===== src/cst_pkg.sv =====
// Shared types and constants for the counting semaphore table.
package cst_pkg;

  localparam int CNT_W = 16;
  localparam int REQ_ID_W = 16;

  localparam logic signed [CNT_W-1:0] CNT_MIN = 16'sh8000;
  localparam logic signed [CNT_W-1:0] CNT_MAX = 16'sh7fff;
  localparam logic signed [CNT_W-1:0] CNT_ONE = 16'sh0001;

  typedef enum logic [1:0] {
    KIND_CREATE  = 2'd0,
    KIND_DESTROY = 2'd1,
    KIND_WAIT    = 2'd2,
    KIND_SIGNAL  = 2'd3
  } kind_t;

  typedef enum logic [1:0] {
    ST_OK        = 2'd0,
    ST_NOT_FOUND = 2'd1,
    ST_FULL      = 2'd2
  } status_t;

  typedef enum logic {
    S_IDLE,
    S_EXEC
  } state_t;

  typedef struct packed {
    logic load;
    logic exec;
  } cmd_t;

  typedef struct packed {
    logic out_valid;
  } sts_t;

endpackage


===== src/cst_ram.sv =====
// Generic single-write, single-read RAM with registered read data.
module cst_ram #(
  parameter int WIDTH = 16,
  parameter int DEPTH = 16
) (
  input  logic                                   clk,
  input  logic                                   we,
  input  logic [(DEPTH > 1 ? $clog2(DEPTH) : 1)-1:0] waddr,
  input  logic [WIDTH-1:0]                       wdata,
  input  logic                                   re,
  input  logic [(DEPTH > 1 ? $clog2(DEPTH) : 1)-1:0] raddr,
  output logic [WIDTH-1:0]                       rdata
);

  logic [WIDTH-1:0] mem [DEPTH];

  always_ff @(posedge clk) begin
    if (we) begin
      mem[waddr] <= wdata;
    end
    if (re) begin
      rdata <= mem[raddr];
    end
  end

endmodule


===== src/cst_ctrl.sv =====
// Controller: request sequencing between lookup and update.
module cst_ctrl import cst_pkg::*; (
  input  logic clk,
  input  logic rst,
  input  logic s_tvalid,
  output logic s_tready,
  input  logic m_tready,
  input  sts_t sts,
  output cmd_t cmd
);

  state_t state;
  state_t state_next;

  always_ff @(posedge clk) begin
    if (rst) begin
      state <= S_IDLE;
    end else begin
      state <= state_next;
    end
  end

  always_comb begin
    state_next = state;
    cmd        = '0;
    s_tready   = 1'b0;
    unique case (state)
      S_IDLE: begin
        s_tready = 1'b1;
        if (s_tvalid) begin
          cmd.load   = 1'b1;
          state_next = S_EXEC;
        end
      end
      S_EXEC: begin
        if (!sts.out_valid || m_tready) begin
          cmd.exec   = 1'b1;
          state_next = S_IDLE;
        end
      end
      default: state_next = S_IDLE;
    endcase
  end

endmodule


===== src/cst_dp.sv =====
// Datapath: slot id lanes, count memory, id counter and output register.
module cst_dp import cst_pkg::*; #(
  parameter int SLOTS   = 16,
  parameter int ID_BITS = 16
) (
  input  logic                clk,
  input  logic                rst,
  input  cmd_t                cmd,
  output sts_t                sts,
  input  logic [1:0]          in_kind,
  input  logic [REQ_ID_W-1:0] in_target_id,
  input  logic [CNT_W-1:0]    in_initial_count,
  input  logic                m_tready,
  output logic                m_tvalid,
  output logic [1:0]          out_status,
  output logic [REQ_ID_W-1:0] out_assigned_id,
  output logic                out_block_caller,
  output logic                out_wake_one
);

  localparam int IDX_W = SLOTS > 1 ? $clog2(SLOTS) : 1;
  localparam int CMP_W = ID_BITS > REQ_ID_W ? ID_BITS : REQ_ID_W;

  logic [SLOTS-1:0]   used;
  logic [ID_BITS-1:0] ids [SLOTS];
  logic [ID_BITS-1:0] next_id;

  logic [SLOTS-1:0] hit;
  logic [IDX_W-1:0] hit_idx;
  logic             hit_any;
  logic [IDX_W-1:0] free_idx;
  logic             free_any;
  logic [IDX_W-1:0] look_idx;

  kind_t             req_kind;
  logic [CNT_W-1:0]  req_init;
  logic [IDX_W-1:0]  idx;
  logic              found;

  logic [CNT_W-1:0]        rdata;
  logic signed [CNT_W-1:0] cnt;
  logic signed [CNT_W-1:0] cnt_dec;
  logic signed [CNT_W-1:0] cnt_inc;
  logic                    ram_we;
  logic [CNT_W-1:0]        ram_wdata;

  status_t             status_next;
  logic [REQ_ID_W-1:0] assigned_next;
  logic                block_next;
  logic                wake_next;

  always_comb begin
    for (int i = 0; i < SLOTS; i++) begin
      hit[i] = used[i] && (CMP_W'(ids[i]) == CMP_W'(in_target_id));
    end
  end

  always_comb begin
    hit_idx  = '0;
    hit_any  = 1'b0;
    free_idx = '0;
    free_any = 1'b0;
    for (int i = SLOTS - 1; i >= 0; i--) begin
      if (hit[i]) begin
        hit_idx = IDX_W'(i);
        hit_any = 1'b1;
      end
      if (!used[i]) begin
        free_idx = IDX_W'(i);
        free_any = 1'b1;
      end
    end
  end

  assign look_idx = (kind_t'(in_kind) == KIND_CREATE) ? free_idx : hit_idx;

  always_ff @(posedge clk) begin
    if (cmd.load) begin
      req_kind <= kind_t'(in_kind);
      req_init <= in_initial_count;
      idx      <= look_idx;
      found    <= (kind_t'(in_kind) == KIND_CREATE) ? free_any : hit_any;
    end
  end

  cst_ram #(
    .WIDTH (CNT_W),
    .DEPTH (SLOTS)
  ) u_count_ram (
    .clk   (clk),
    .we    (ram_we),
    .waddr (idx),
    .wdata (ram_wdata),
    .re    (cmd.load),
    .raddr (look_idx),
    .rdata (rdata)
  );

  assign cnt     = signed'(rdata);
  assign cnt_dec = (cnt == CNT_MIN) ? cnt : cnt - CNT_ONE;
  assign cnt_inc = (cnt == CNT_MAX) ? cnt : cnt + CNT_ONE;

  always_comb begin
    ram_we        = 1'b0;
    ram_wdata     = req_init;
    status_next   = ST_OK;
    assigned_next = '0;
    block_next    = 1'b0;
    wake_next     = 1'b0;
    if (!found) begin
      status_next = (req_kind == KIND_CREATE) ? ST_FULL : ST_NOT_FOUND;
    end else begin
      unique case (req_kind)
        KIND_CREATE: begin
          ram_we        = cmd.exec;
          ram_wdata     = req_init;
          assigned_next = REQ_ID_W'(CMP_W'(next_id));
        end
        KIND_DESTROY: ;
        KIND_WAIT: begin
          ram_we     = cmd.exec;
          ram_wdata  = cnt_dec;
          block_next = cnt_dec < 0;
        end
        KIND_SIGNAL: begin
          ram_we    = cmd.exec;
          ram_wdata = cnt_inc;
          wake_next = cnt_inc <= 0;
        end
        default: ;
      endcase
    end
  end

  always_ff @(posedge clk) begin
    if (rst) begin
      used    <= '0;
      next_id <= '0;
    end else if (cmd.exec && found) begin
      if (req_kind == KIND_CREATE) begin
        used[idx] <= 1'b1;
        next_id   <= next_id + ID_BITS'(1);
      end else if (req_kind == KIND_DESTROY) begin
        used[idx] <= 1'b0;
      end
    end
  end

  always_ff @(posedge clk) begin
    if (cmd.exec && found && req_kind == KIND_CREATE) begin
      ids[idx] <= next_id;
    end
  end

  always_ff @(posedge clk) begin
    if (rst) begin
      m_tvalid <= 1'b0;
    end else if (cmd.exec) begin
      m_tvalid <= 1'b1;
    end else if (m_tready) begin
      m_tvalid <= 1'b0;
    end
  end

  always_ff @(posedge clk) begin
    if (cmd.exec) begin
      out_status       <= status_next;
      out_assigned_id  <= assigned_next;
      out_block_caller <= block_next;
      out_wake_one     <= wake_next;
    end
  end

  assign sts.out_valid = m_tvalid;

endmodule


===== src/counting_semaphore_table_unit.sv =====
// Top level of the counting semaphore table.
//
// A request is handled in a lookup step and an update step: in the cycle of its transfer
// the ids of all SLOTS entries are compared at once and the lowest matching (or lowest
// free) slot is picked and its count read from the count RAM; in the update step (state
// S_EXEC) the count, slot state and id counter are updated and the result is loaded into
// the output register. A new request is taken once the update is done; the update waits
// while the output register still holds a result that has not been transferred.
// No clearing pass is needed after reset.
module counting_semaphore_table_unit import cst_pkg::*; #(
  parameter int SLOTS   = 16,
  parameter int ID_BITS = 16
) (
  input  logic        clk,
  input  logic        rst,
  input  logic        s_tvalid,
  output logic        s_tready,
  input  logic [31:0] s_tdata,  // target_id[15:0], initial_count[31:16]
  input  logic [1:0]  s_tuser,  // kind[1:0]
  output logic        m_tvalid,
  input  logic        m_tready,
  output logic [23:0] m_tdata,  // assigned_id[15:0], block_caller[16], wake_one[17], zero
  output logic [1:0]  m_tuser   // status[1:0]
);

  cmd_t cmd;
  sts_t sts;

  logic [REQ_ID_W-1:0] assigned_id;
  logic                block_caller;
  logic                wake_one;

  cst_ctrl u_ctrl (
    .clk      (clk),
    .rst      (rst),
    .s_tvalid (s_tvalid),
    .s_tready (s_tready),
    .m_tready (m_tready),
    .sts      (sts),
    .cmd      (cmd)
  );

  cst_dp #(
    .SLOTS   (SLOTS),
    .ID_BITS (ID_BITS)
  ) u_dp (
    .clk              (clk),
    .rst              (rst),
    .cmd              (cmd),
    .sts              (sts),
    .in_kind          (s_tuser),
    .in_target_id     (s_tdata[15:0]),
    .in_initial_count (s_tdata[31:16]),
    .m_tready         (m_tready),
    .m_tvalid         (m_tvalid),
    .out_status       (m_tuser),
    .out_assigned_id  (assigned_id),
    .out_block_caller (block_caller),
    .out_wake_one     (wake_one)
  );

  assign m_tdata = {6'd0, wake_one, block_caller, assigned_id};

  a_one_in_flight: assert property (@(posedge clk) disable iff (rst)
    s_tvalid && s_tready |=> !s_tready)
    else $error("request taken while another is in flight");

  a_result_from_exec: assert property (@(posedge clk) disable iff (rst)
    $rose(m_tvalid) |-> $past(cmd.exec))
    else $error("result appeared without an update step");

  a_status_code: assert property (@(posedge clk) disable iff (rst)
    m_tvalid |-> (m_tuser == ST_OK || m_tuser == ST_NOT_FOUND || m_tuser == ST_FULL))
    else $error("undefined status code");

  a_id_only_on_ok: assert property (@(posedge clk) disable iff (rst)
    m_tvalid && m_tuser != ST_OK |-> m_tdata[15:0] == 16'd0 && !m_tdata[16] && !m_tdata[17])
    else $error("payload set on a failed request");

endmodule


===== config.mk =====
export PLATFORM = sky130hd
export DESIGN_NAME = counting_semaphore_table_unit
export DESIGN_NICKNAME = d
export VERILOG_FILES = /design/src/cst_pkg.sv /design/src/cst_ram.sv /design/src/cst_ctrl.sv /design/src/cst_dp.sv /design/src/counting_semaphore_table_unit.sv
export SDC_FILE = /design/constraint.sdc
export NUM_CORES = 1
export LEC_CHECK = 0
export BUFFER_PORTS_ARGS = -buffer_cell sky130_fd_sc_hd__buf_4
export CAP_MARGIN = 20
export CORE_ASPECT_RATIO = 0.6
export CORE_MARGIN = 1.5
export CORE_UTILIZATION = 48
export DETAILED_ROUTE_END_ITERATION = 8
export PLACE_DENSITY = 0.7
export SYNTH_ARGS = -nofsm -noshare
export SYNTH_HDL_FRONTEND = slang
export SYNTH_SLANG_ARGS = --single-unit

===== constraint.sdc =====
create_clock -name clk -period 8.5 [get_ports clk]
set_input_delay 0 -clock clk [delete_from_list [all_inputs] [get_ports clk]]
set_output_delay 0 -clock clk [all_outputs]
set_load 0.005 [all_outputs]

==> flow_summary.yaml, run 1 <==
timing:
  max_slew.worst_pin.slew_ps: 1210
  grt_setup_unrepaired: "false"
  max_slew_margin: 0.1924
  timing.final.crit_period_ps: 5000
  setup_viol: 0
  fin_crit_sh: 0.5882
  worst_clock_skew_ps: 38.76
  fmax_mhz: 200.0
  drv_slew: 0
  report.final.hold_viol_count: 0
  fin_tns_setup_ps: 0
critical_path:
  crit_arrival_ps: 5340
  worstSetupStartpointType: "flop"
  critical_path_class: "reg -> reg"
  rr_worst_depth: 12
  rrSetupSlack_ps: 3500
  crit_path_end_kind: "flop"
  regToRegStartpoint: "u_dp.ids[4][15]"
  r2r-end: "u_dp.u_count_ram.rdata[0]"
  cp_data_required_time_ps: 8840
  path_max_fanout: 54
min_path:
  min-delay-start: "s_tdata[17]"
  min_to: "u_dp.req_init[1]"
  hold_depth: 2
  worstHoldPathType: "in -> reg"
placed_design:
  hpwl_um: 42870
  io_buffers: 59
  gp_congestion: 0.8847
outcome:
  status: "finished, final reports clean"
grt:
  grt_overflow: 0
  grt_max_degree: 65
  antenna_found_initial: 0
  grt_pass1_vias: 15680
  grt_pass1_wl_um: 100700
  grtUsageTotal: 0.2399
logic_synthesis:
  synth_common_cells: "edfxtp_1 (571), xnor2_1 (150), xor2_1 (137)"
  synthCells: 1866
  synth-seq-area-share: 0.6755
  synth_area_leaders: "edfxtp_1 (65%), xnor2_1 (5.0%), xor2_1 (4.5%)"
  syn_area_um2: 26390
  yosys.area.top_type: "edfxtp_1"
  synth_cell_type_count: 72
  synth_ff_type: "edfxtp_1"
  syn_area_per_cell_um2: 14.14
  async_reset_ff_frac: 0
  yosysWarnings: 0
  yosys_register_bits: 605
  synth_edf_count: 571
  synth_top_area_frac: 0.6497
  synth.most_common_cell: "edfxtp_1"
power_and_ir_drop:
  finalPower_uw: 5968
  p_leak_uw: 0.01023
  max-vdd-ir-drop_mv: 0.1619
  cellPowerDensity_nw_per_um2: 202.1
routing:
  vias: 16350
  wl_met1_um: 30490
  ant_nets: 0
  routed_wl_um: 67350
  route.met3.wl_um: 7591
  highest_layer: "met4"
  vias_per_cell: 6.052
  dr.pass1.iters: 5
  dr_wl_met2_um: 28320
  post_drt_wl_per_cell_um: 24.93
  initialDrtViolationCount: 1737
  drc_errors: 0
clock_network:
  cts_setup_buffers: 0
  clkTransAtPathRegs_ps: 70
  clock_path_buffers: 3
  ctsResizeCount: 0
  cts_made_buffers: 54
  cts_sinks: 605
  worstSkewPairLatency_ps: 610
  htreeDepth: 2
  cts_hold_buf: 23
  tritoncts: "done"
  root_buffer: "clkbuf_16"
cells_and_area:
  n_antenna_cell: 0
  n_fill_cell: 4258
  area_growth_pct: 11.88
  nets: 1984
  drive_above_1_share: 0.1348
floorplanning:
  rows: 66
  dieHeight_um: 184.6
  coreArea_um2: 54250
  initial_core_util: 0.4865
  dieArea_um2: 56450
  boundaryPins: 66
  die_w_um: 305.7
job:
  cap_violations: 0
-- registers in the layout, indices dropped and copies added (netlist names), named ones only --
register                cells
u_dp.next_id               16
u_dp.out_status             2
u_dp.m_tvalid               1
u_dp.out_block_caller       1
u_dp.req_kind               2
u_dp.u_count_ram.rdata     16
u_dp.u_count_ram.mem      256
u_ctrl.state                1
u_dp.out_assigned_id       16
u_dp.ids                  256
u_dp.found                  1
u_dp.out_wake_one           1
u_dp.idx                    4
u_dp.req_init              16
-- how the worst max path moves through the flow --
stage	slack, ps	cells past startpoint	to	from
finish	3500	12	u_dp.u_count_ram.rdata[0]	u_dp.ids[4][15]
global route	3240	12	u_dp.u_count_ram.rdata[0]	u_dp.ids[4][15]
CTS	3580	12	u_dp.u_count_ram.rdata[0]	u_dp.ids[4][15]
detailed placement	3570	12	u_dp.u_count_ram.rdata[0]	u_dp.ids[4][15]
global placement	3680	12	u_dp.u_count_ram.rdata[4]	u_dp.ids[4][0]
floorplan	5040	8	u_dp.ids[15][0]	u_dp.m_tvalid
-- worst max-delay path, stage by stage, from the launching register on --
cell and delay, ps:
edfxtp_1 380, xor2_1 170, nor4_1 430, nand2_1 180, or4_1 520, o21ai_0 480
a221oi_2 120, a211oi_4 260, buf_4 600, buf_4 780, mux2_2 420, a2bb2oi_1 170
nand4_1 130
-- final cells by class --
type,count,area [µm²],area share
Tap cell,714,893.4,0.03025
Sequential cell,605,17830,0.6037
Clock inverter,31,266.5,0.009025
Timing Repair Buffer,131,1100,0.03725
Inverter,22,82.58,0.002797
Clock buffer,70,1471,0.04983
Multi-Input combinational cell,1129,7888,0.2671
-- metal layers --
metal  GRT usage  up-vias
met5           0        -
met4     0.04358        0
met3     0.05025       92
met2      0.3440      865
met1      0.3761     8216
li1            -     7179
-- power by group --
| group | internal, µW | leakage (µW) | total, µW | switching (µW) |
|---|---|---|---|---|
| logic | 92.8 | 0.00381 | 265 | 172 |
| clock network | 1300 | 0.000840 | 2400 | 1110 |
| registers | 3280 | 0.00557 | 3300 | 22.8 |
| total | 4670 | 0.0102 | 5970 | 1300 |
-- per-stage QoR --
step	utilization	worst slack (ps)	std cells	cell area (µm²)	hold WS, ps
2_1_floorplan	-	5038	1871	26410	98.87
3_3_place_gp	0.5057	3678	2569	27430	178.3
3_5_place_dp	0.5058	3565	2570	27440	179.7
4_1_cts	0.5421	3580	2694	29410	89.15
5_1_grt	0.5443	3241	2702	29530	111.0
6_report	0.5443	3500	2702	29530	116.7
-- cells by family (layout without fill, tap and decap cells) --
| group | after synthesis | in the layout | share of synthesized area |
|---|---|---|---|
| buf+inv | 137 | 254 | 0.02987 |
| compound gates | 221 | 221 | 0.06011 |
| flops | 605 | 605 | 0.6755 |
| xor+xnor | 287 | 287 | 0.09524 |
| other cells | 1 | 6 | 0.0001421 |
| simple gates | 514 | 514 | 0.09842 |
| mux | 98 | 98 | 0.03935 |
| fa+ha+maj | 3 | 3 | 0.001422 |
-- placed cells by master, fill, tap and decap left out, drive strengths merged, types with 29 or more instances in the layout --
master / count
mux2: 34
edfxtp: 571
nor3: 30
nand2: 119
dfxtp: 34
o21ai: 43
nand3: 99
buf: 108
nor4: 48
xor2: 137
mux2i: 64
a21oi: 39
and3: 29
o211ai: 34
xnor2: 150
nor2: 88
clkbuf: 70
a221oi: 33
nand4: 45
No activity file was read; power rests on OpenSTA's default activity.
==> inputs of run 2 (changes only) <==
--- a/config.mk
+++ b/config.mk
@@ -11,7 +11,7 @@
 export CORE_MARGIN = 1.5
 export CORE_UTILIZATION = 48
 export DETAILED_ROUTE_END_ITERATION = 8
-export PLACE_DENSITY = 0.7
+export PLACE_DENSITY = 0.72
 export SYNTH_ARGS = -nofsm -noshare
 export SYNTH_HDL_FRONTEND = slang
 export SYNTH_SLANG_ARGS = --single-unit
==> constraint.sdc (replaced) <==
create_clock -name clk -period 4 [get_ports clk]
set_input_delay 0 -clock clk [delete_from_list [all_inputs] [get_ports clk]]
set_output_delay 0 -clock clk [all_outputs]
set_load 0.005 [all_outputs]
==> flow_summary.yaml, run 2 (synthesis gave the netlist of run 1 again) <==
clock_network:
  root_buffer: "clkbuf_16"
  clkTransAtPathRegs_ps: 60
  cts_made_buffers: 54
  cts_sinks: 605
  clock_path_buffers: 3
  worstSkewPairLatency_ps: 600
  tritoncts: "done"
  cts_setup_buffers: 0
  htreeDepth: 2
grt:
  grt_pass1_wl_um: 101800
  grt_overflow: 0
  grtUsageTotal: 0.2457
  grt_pass1_vias: 15910
  antenna_found_initial: 3
  grt_max_degree: 40
placed_design:
  hpwl_um: 44340
  gp_congestion: 0.9251
  placed_cell_area_um2: 28040
  io_buffers: 59
power_and_ir_drop:
  p_leak_uw: 0.01063
  max-vdd-ir-drop_mv: 0.3211
  cellPowerDensity_nw_per_um2: 431.6
routing:
  vias_per_cell: 6.020
  ant_nets: 0
  vias: 16620
  drc_errors: 0
  post_drt_wl_per_cell_um: 25.14
  routed_wl_um: 69410
  dr.pass1.iters: 6
  initialDrtViolationCount: 2069
outcome:
  status: "finished, final reports clean"
timing:
  max_slew.worst_pin.slew_ps: 1218
  fmax_mhz: 259.8
  report.final.hold_viol_count: 0
  fin_crit_sh: 0.9622
  max_slew_margin: 0.1871
  timing.final.crit_period_ps: 3849
  fin_tns_setup_ps: 0
  grt_setup_unrepaired: "false"
  worst_clock_skew_ps: 27.00
  setup_viol: 0
  drv_slew: 0
critical_path:
  rr_worst_depth: 13
  critPathTopFamily: "compound AO/OA/AOI/OAI gates"
  crit_path_end_kind: "flop"
  cp.depth: 13
  r2r-end: "u_dp.u_count_ram.rdata[11]"
  endpoint: "u_dp.u_count_ram.rdata[11]"
  startpoint: "u_dp.ids[13][5]"
  worstSetupStartpointType: "flop"
  regToRegStartpoint: "u_dp.ids[13][5]"
  crit_path_top_delay_cell: "or4_4"
  slowest_delay_ps: 560
  cp_data_required_time_ps: 4340
  critical_path_class: "reg -> reg"
  crit_arrival_ps: 4180
  path_max_fanout: 24
  rrSetupSlack_ps: 150
  path_cells: "xor2_1 -> nor4_1 -> nand2_1 -> or4_4 -> a311o_1 -> a221oi_4 -> a211oi_4 -> buf_12 -> mux2i_1 -> o32ai_1 -> a211oi_1 -> buf_4 -> nand3_1"
  worst-path-buf-inv: 2
cells_and_area:
  n_antenna_cell: 0
  most-common-layout-cells: "edfxtp_1 (571), buf_4 (163), xnor2_1 (150)"
  nets: 2047
  drive_above_1_share: 0.1578
  design_area_um2: 30150
  top_regs: "u_dp.ids (256), u_dp.u_count_ram.mem (256)"
  area_growth_pct: 14.24
  final_common_cell: "edfxtp_1"
floorplanning:
  rows: 66
  initial_core_util: 0.4865
  dieArea_um2: 56450
  boundaryPins: 66
  dieHeight_um: 184.6
  coreArea_um2: 54250
  die_w_um: 305.7
job:
  cap_violations: 0
min_path:
  worstHoldPathType: "in -> reg"
-- run 2: cell types whose count changed in the layout (fill, tap and decap cells not counted), moves of 4 or more --
cell,before,now
buf_12,1,6
clkbuf_1,10,14
buf_4,102,163
clkinvlp_4,5,1
clkinv_1,8,4
bufinv_16,2,8
nor2_1,68,73
nor2_2,19,14
-- run 2: worst min path at each step --
stage | cells after the start | startpoint | endpoint
after global placement | 1 | s_tdata[18] | u_dp.req_init[2]
final | 2 | s_tdata[31] | u_dp.req_init[15]
after CTS | 2 | s_tdata[26] | u_dp.req_init[10]
after floorplan | 0 | s_tdata[16] | u_dp.req_init[0]
after global routing | 2 | s_tdata[31] | u_dp.req_init[15]
after detailed placement | 1 | s_tdata[28] | u_dp.req_init[12]
-- run 2: cell type report --
cell class	count	area (µm²)
clock buffers	75	1511
clock inverters	22	311.5
fillers	4216	24100
inverters	22	82.58
multi-input cells	1129	7895
flip-flops and latches	605	17830
well taps	714	893.4
repair buffers	194	1629
-- run 2: report_power, final --
part | total (µW) | switching (µW) | leakage (µW) | internal (µW)
logic | 591 | 377 | 0.00416 | 214
clock network | 5410 | 2260 | 0.000893 | 3140
registers | 7010 | 48.3 | 0.00557 | 6970
-- run 2: per-layer routing --
layer,track usage,wire length [µm],vias up
met1,0.3739,29950,8266
li1,-,-,7285
met5,0.009475,73,-
met4,0.06109,1430,2
met2,0.3492,28950,970
met3,0.06152,8998,97
-- run 2: what timing repair did --
action	4_1_cts	5_1_grt
resized for setup	0	4
hold buffers	23	0
hold endpoints to repair	52	0
setup endpoints to repair	0	16
-- run 2: through the flow --
| step | hold WS (ps) | utilization | total power (µW) | instances | setup slack, ps |
|---|---|---|---|---|---|
| after floorplan | 98.87 | - | 7476 | 1871 | 538.4 |
| after global placement | 180.7 | 0.5162 | 7690 | 2638 | 137.7 |
| after detailed placement | 179.6 | 0.5167 | 7707 | 2639 | 67.59 |
| after CTS | 114.6 | 0.5546 | 13050 | 2759 | 63.75 |
| after global routing | 129.4 | 0.5557 | 13340 | 2761 | 17.29 |
| final | 133.4 | 0.5557 | 13010 | 2761 | 151.2 |
==> inputs of run 3 (changes only) <==
--- a/config.mk
+++ b/config.mk
@@ -11,7 +11,7 @@
 export CORE_MARGIN = 1.5
 export CORE_UTILIZATION = 48
 export DETAILED_ROUTE_END_ITERATION = 8
-export PLACE_DENSITY = 0.72
+export PLACE_DENSITY = 0.66
 export SYNTH_ARGS = -nofsm -noshare
 export SYNTH_HDL_FRONTEND = slang
 export SYNTH_SLANG_ARGS = --single-unit
==> flow_summary.yaml, run 3 (synthesis gave the netlist of run 1 again) <==
cells_and_area:
  drive_above_1_share: 0.1638
  design_area_um2: 30270
  top_regs: "u_dp.ids (256), u_dp.u_count_ram.mem (256)"
  final_common_cell: "edfxtp_1"
  fin_cells: 2778
  nets: 2058
  most-common-layout-cells: "edfxtp_1 (571), buf_4 (167), xnor2_1 (150)"
  n_antenna_cell: 0
  area_growth_pct: 14.68
critical_path:
  worstSetupStartpointType: "flop"
  rr_worst_depth: 13
  crit_path_end_kind: "flop"
  path_max_fanout: 26
  crit_arrival_ps: 4190
  path_cells: "xor2_1 -> nor4_2 -> nand2_1 -> or4_4 -> a311o_1 -> a221oi_2 -> a211oi_4 -> buf_12 -> mux2i_1 -> o32ai_1 -> a211oi_1 -> buf_4 -> nand3_1"
  cp_data_required_time_ps: 4330
  critical_path_class: "reg -> reg"
  regToRegStartpoint: "u_dp.ids[13][2]"
  r2r-end: "u_dp.u_count_ram.rdata[15]"
  rrSetupSlack_ps: 140
  slowest_delay_ps: 540
  crit_path_top_delay_cell: "or4_4"
routing:
  vias_per_cell: 5.999
  vias: 16660
  routed_wl_um: 69970
  initialDrtViolationCount: 2313
  ant_nets: 0
  drc_errors: 0
  post_drt_wl_per_cell_um: 25.19
  dr.pass1.iters: 5
grt:
  grt_pass1_vias: 15610
  antenna_found_initial: 3
  grt_overflow: 0
  grt_pass1_wl_um: 103100
  grtUsageTotal: 0.2489
  grt_max_degree: 65
clock_network:
  root_buffer: "clkbuf_16"
  worstSkewPairLatency_ps: 600
  cts_sinks: 605
  clock_path_buffers: 3
  clkTransAtPathRegs_ps: 70
  cts_made_buffers: 56
  tritoncts: "done"
  htreeDepth: 2
  cts_setup_buffers: 0
floorplanning:
  dieHeight_um: 184.6
  die_w_um: 305.7
  boundaryPins: 66
  coreArea_um2: 54250
  rows: 66
  dieArea_um2: 56450
  initial_core_util: 0.4865
placed_design:
  place_ws_ps: 82.12
  io_buffers: 59
  placed_cell_area_um2: 28190
  dp_cells: 2650
  gp_congestion: 0.8920
  hpwl_um: 45950
power_and_ir_drop:
  cellPowerDensity_nw_per_um2: 428.3
  p_leak_uw: 0.01067
  finalPower_uw: 12960
  max-vdd-ir-drop_mv: 0.3759
job:
  cap_violations: 0
timing:
  fin_tns_setup_ps: 0
  timing.final.crit_period_ps: 3862
  worst_clock_skew_ps: 20.87
  max_slew.worst_pin.slew_ps: 1145
  setup_viol: 0
  worst_slack_ps: 138.0
  fin_crit_sh: 0.9655
  fmax_mhz: 258.9
  grt_setup_unrepaired: "true"
  max_slew_margin: 0.2354
  report.final.hold_viol_count: 0
  drv_slew: 0
min_path:
  min_to: "u_dp.req_init[12]"
  min-delay-start: "s_tdata[28]"
  worstHoldPathType: "in -> reg"
  hold_depth: 2
outcome:
  status: "finished, final reports clean"
==> run 3: cell types whose count changed in the layout (fill, tap and decap cells not counted), moves of 3 or more <==
cell,change
buf_12,+6
buf_4,+4
bufinv_16,-3
clkinv_1,+4
nor4_1,-3
nor4_2,+4
==> run 3: metal layers <==
| layer | global-route usage | wire length (µm) | vias up | part of all wire |
|---|---|---|---|---|
| met3 | 0.04749 | 7968 | 81 | 0.11 |
| met4 | 0.04279 | 974 | 0 | 0.014 |
| met2 | 0.3530 | 29010 | 906 | 0.41 |
| met1 | 0.3977 | 32020 | 8368 | 0.46 |
| li1 | - | - | 7309 | - |
| met5 | 0 | 0 | - | 0 |
==> run 3: how the worst max path moves through the flow <==
stage / start / to / slack [ps] / cells after the start
after floorplan: u_dp.m_tvalid / u_dp.ids[15][0] / 540 / 8
after global placement: u_dp.ids[13][2] / u_dp.u_count_ram.rdata[13] / 200 / 12
after detailed placement: u_dp.ids[13][2] / u_dp.u_count_ram.rdata[15] / 80 / 13
after CTS: u_dp.ids[13][2] / u_dp.u_count_ram.rdata[15] / 70 / 13
after global routing: u_dp.ids[13][2] / u_dp.u_count_ram.rdata[15] / -3 / 13
final: u_dp.ids[13][2] / u_dp.u_count_ram.rdata[15] / 140 / 13
==> run 3: where the power goes <==
part | switching (µW) | internal [µW]
combinational | 391 | 223
sequential | 44.1 | 6970
clock | 2320 | 3020
==> run 3: layout make-up <==
| type | count | area (µm²) |
|---|---|---|
| clock buffer | 77 | 1541 |
| clock inverter | 28 | 272.8 |
| fill | 4258 | 23990 |
| inverter | 22 | 82.58 |
| multi-input combinational | 1129 | 7898 |
| sequential | 605 | 17830 |
| tap | 714 | 893.4 |
| timing repair buffer | 203 | 1752 |
==> run 3: through the flow <==
stage	hold WS, ps	utilization
2_1_floorplan	98.87	-
3_3_place_gp	178.0	0.5190
3_5_place_dp	179.8	0.5196
4_1_cts	105.0	0.5573
5_1_grt	114.2	0.5579
6_report	123.4	0.5579
==> run 3: worst max-delay path: cells and delay by family (launching register included) <==
family                 cells  cell delay (ps)
AO/OA/AOI/OAI              5             1280
XOR/XNOR                   1              170
buffers and inverters      2              360
flip-flops                 1              380
multiplexers               1              290
AND/OR/NAND/NOR            4             1100
==> run 3: what timing repair did <==
action | 4_1_cts | 5_1_grt
hold buffers | 23 | 0
setup endpoints to repair | 0 | 13
endpoints found under the hold margin | 52 | 0
resized for setup | 0 | 5
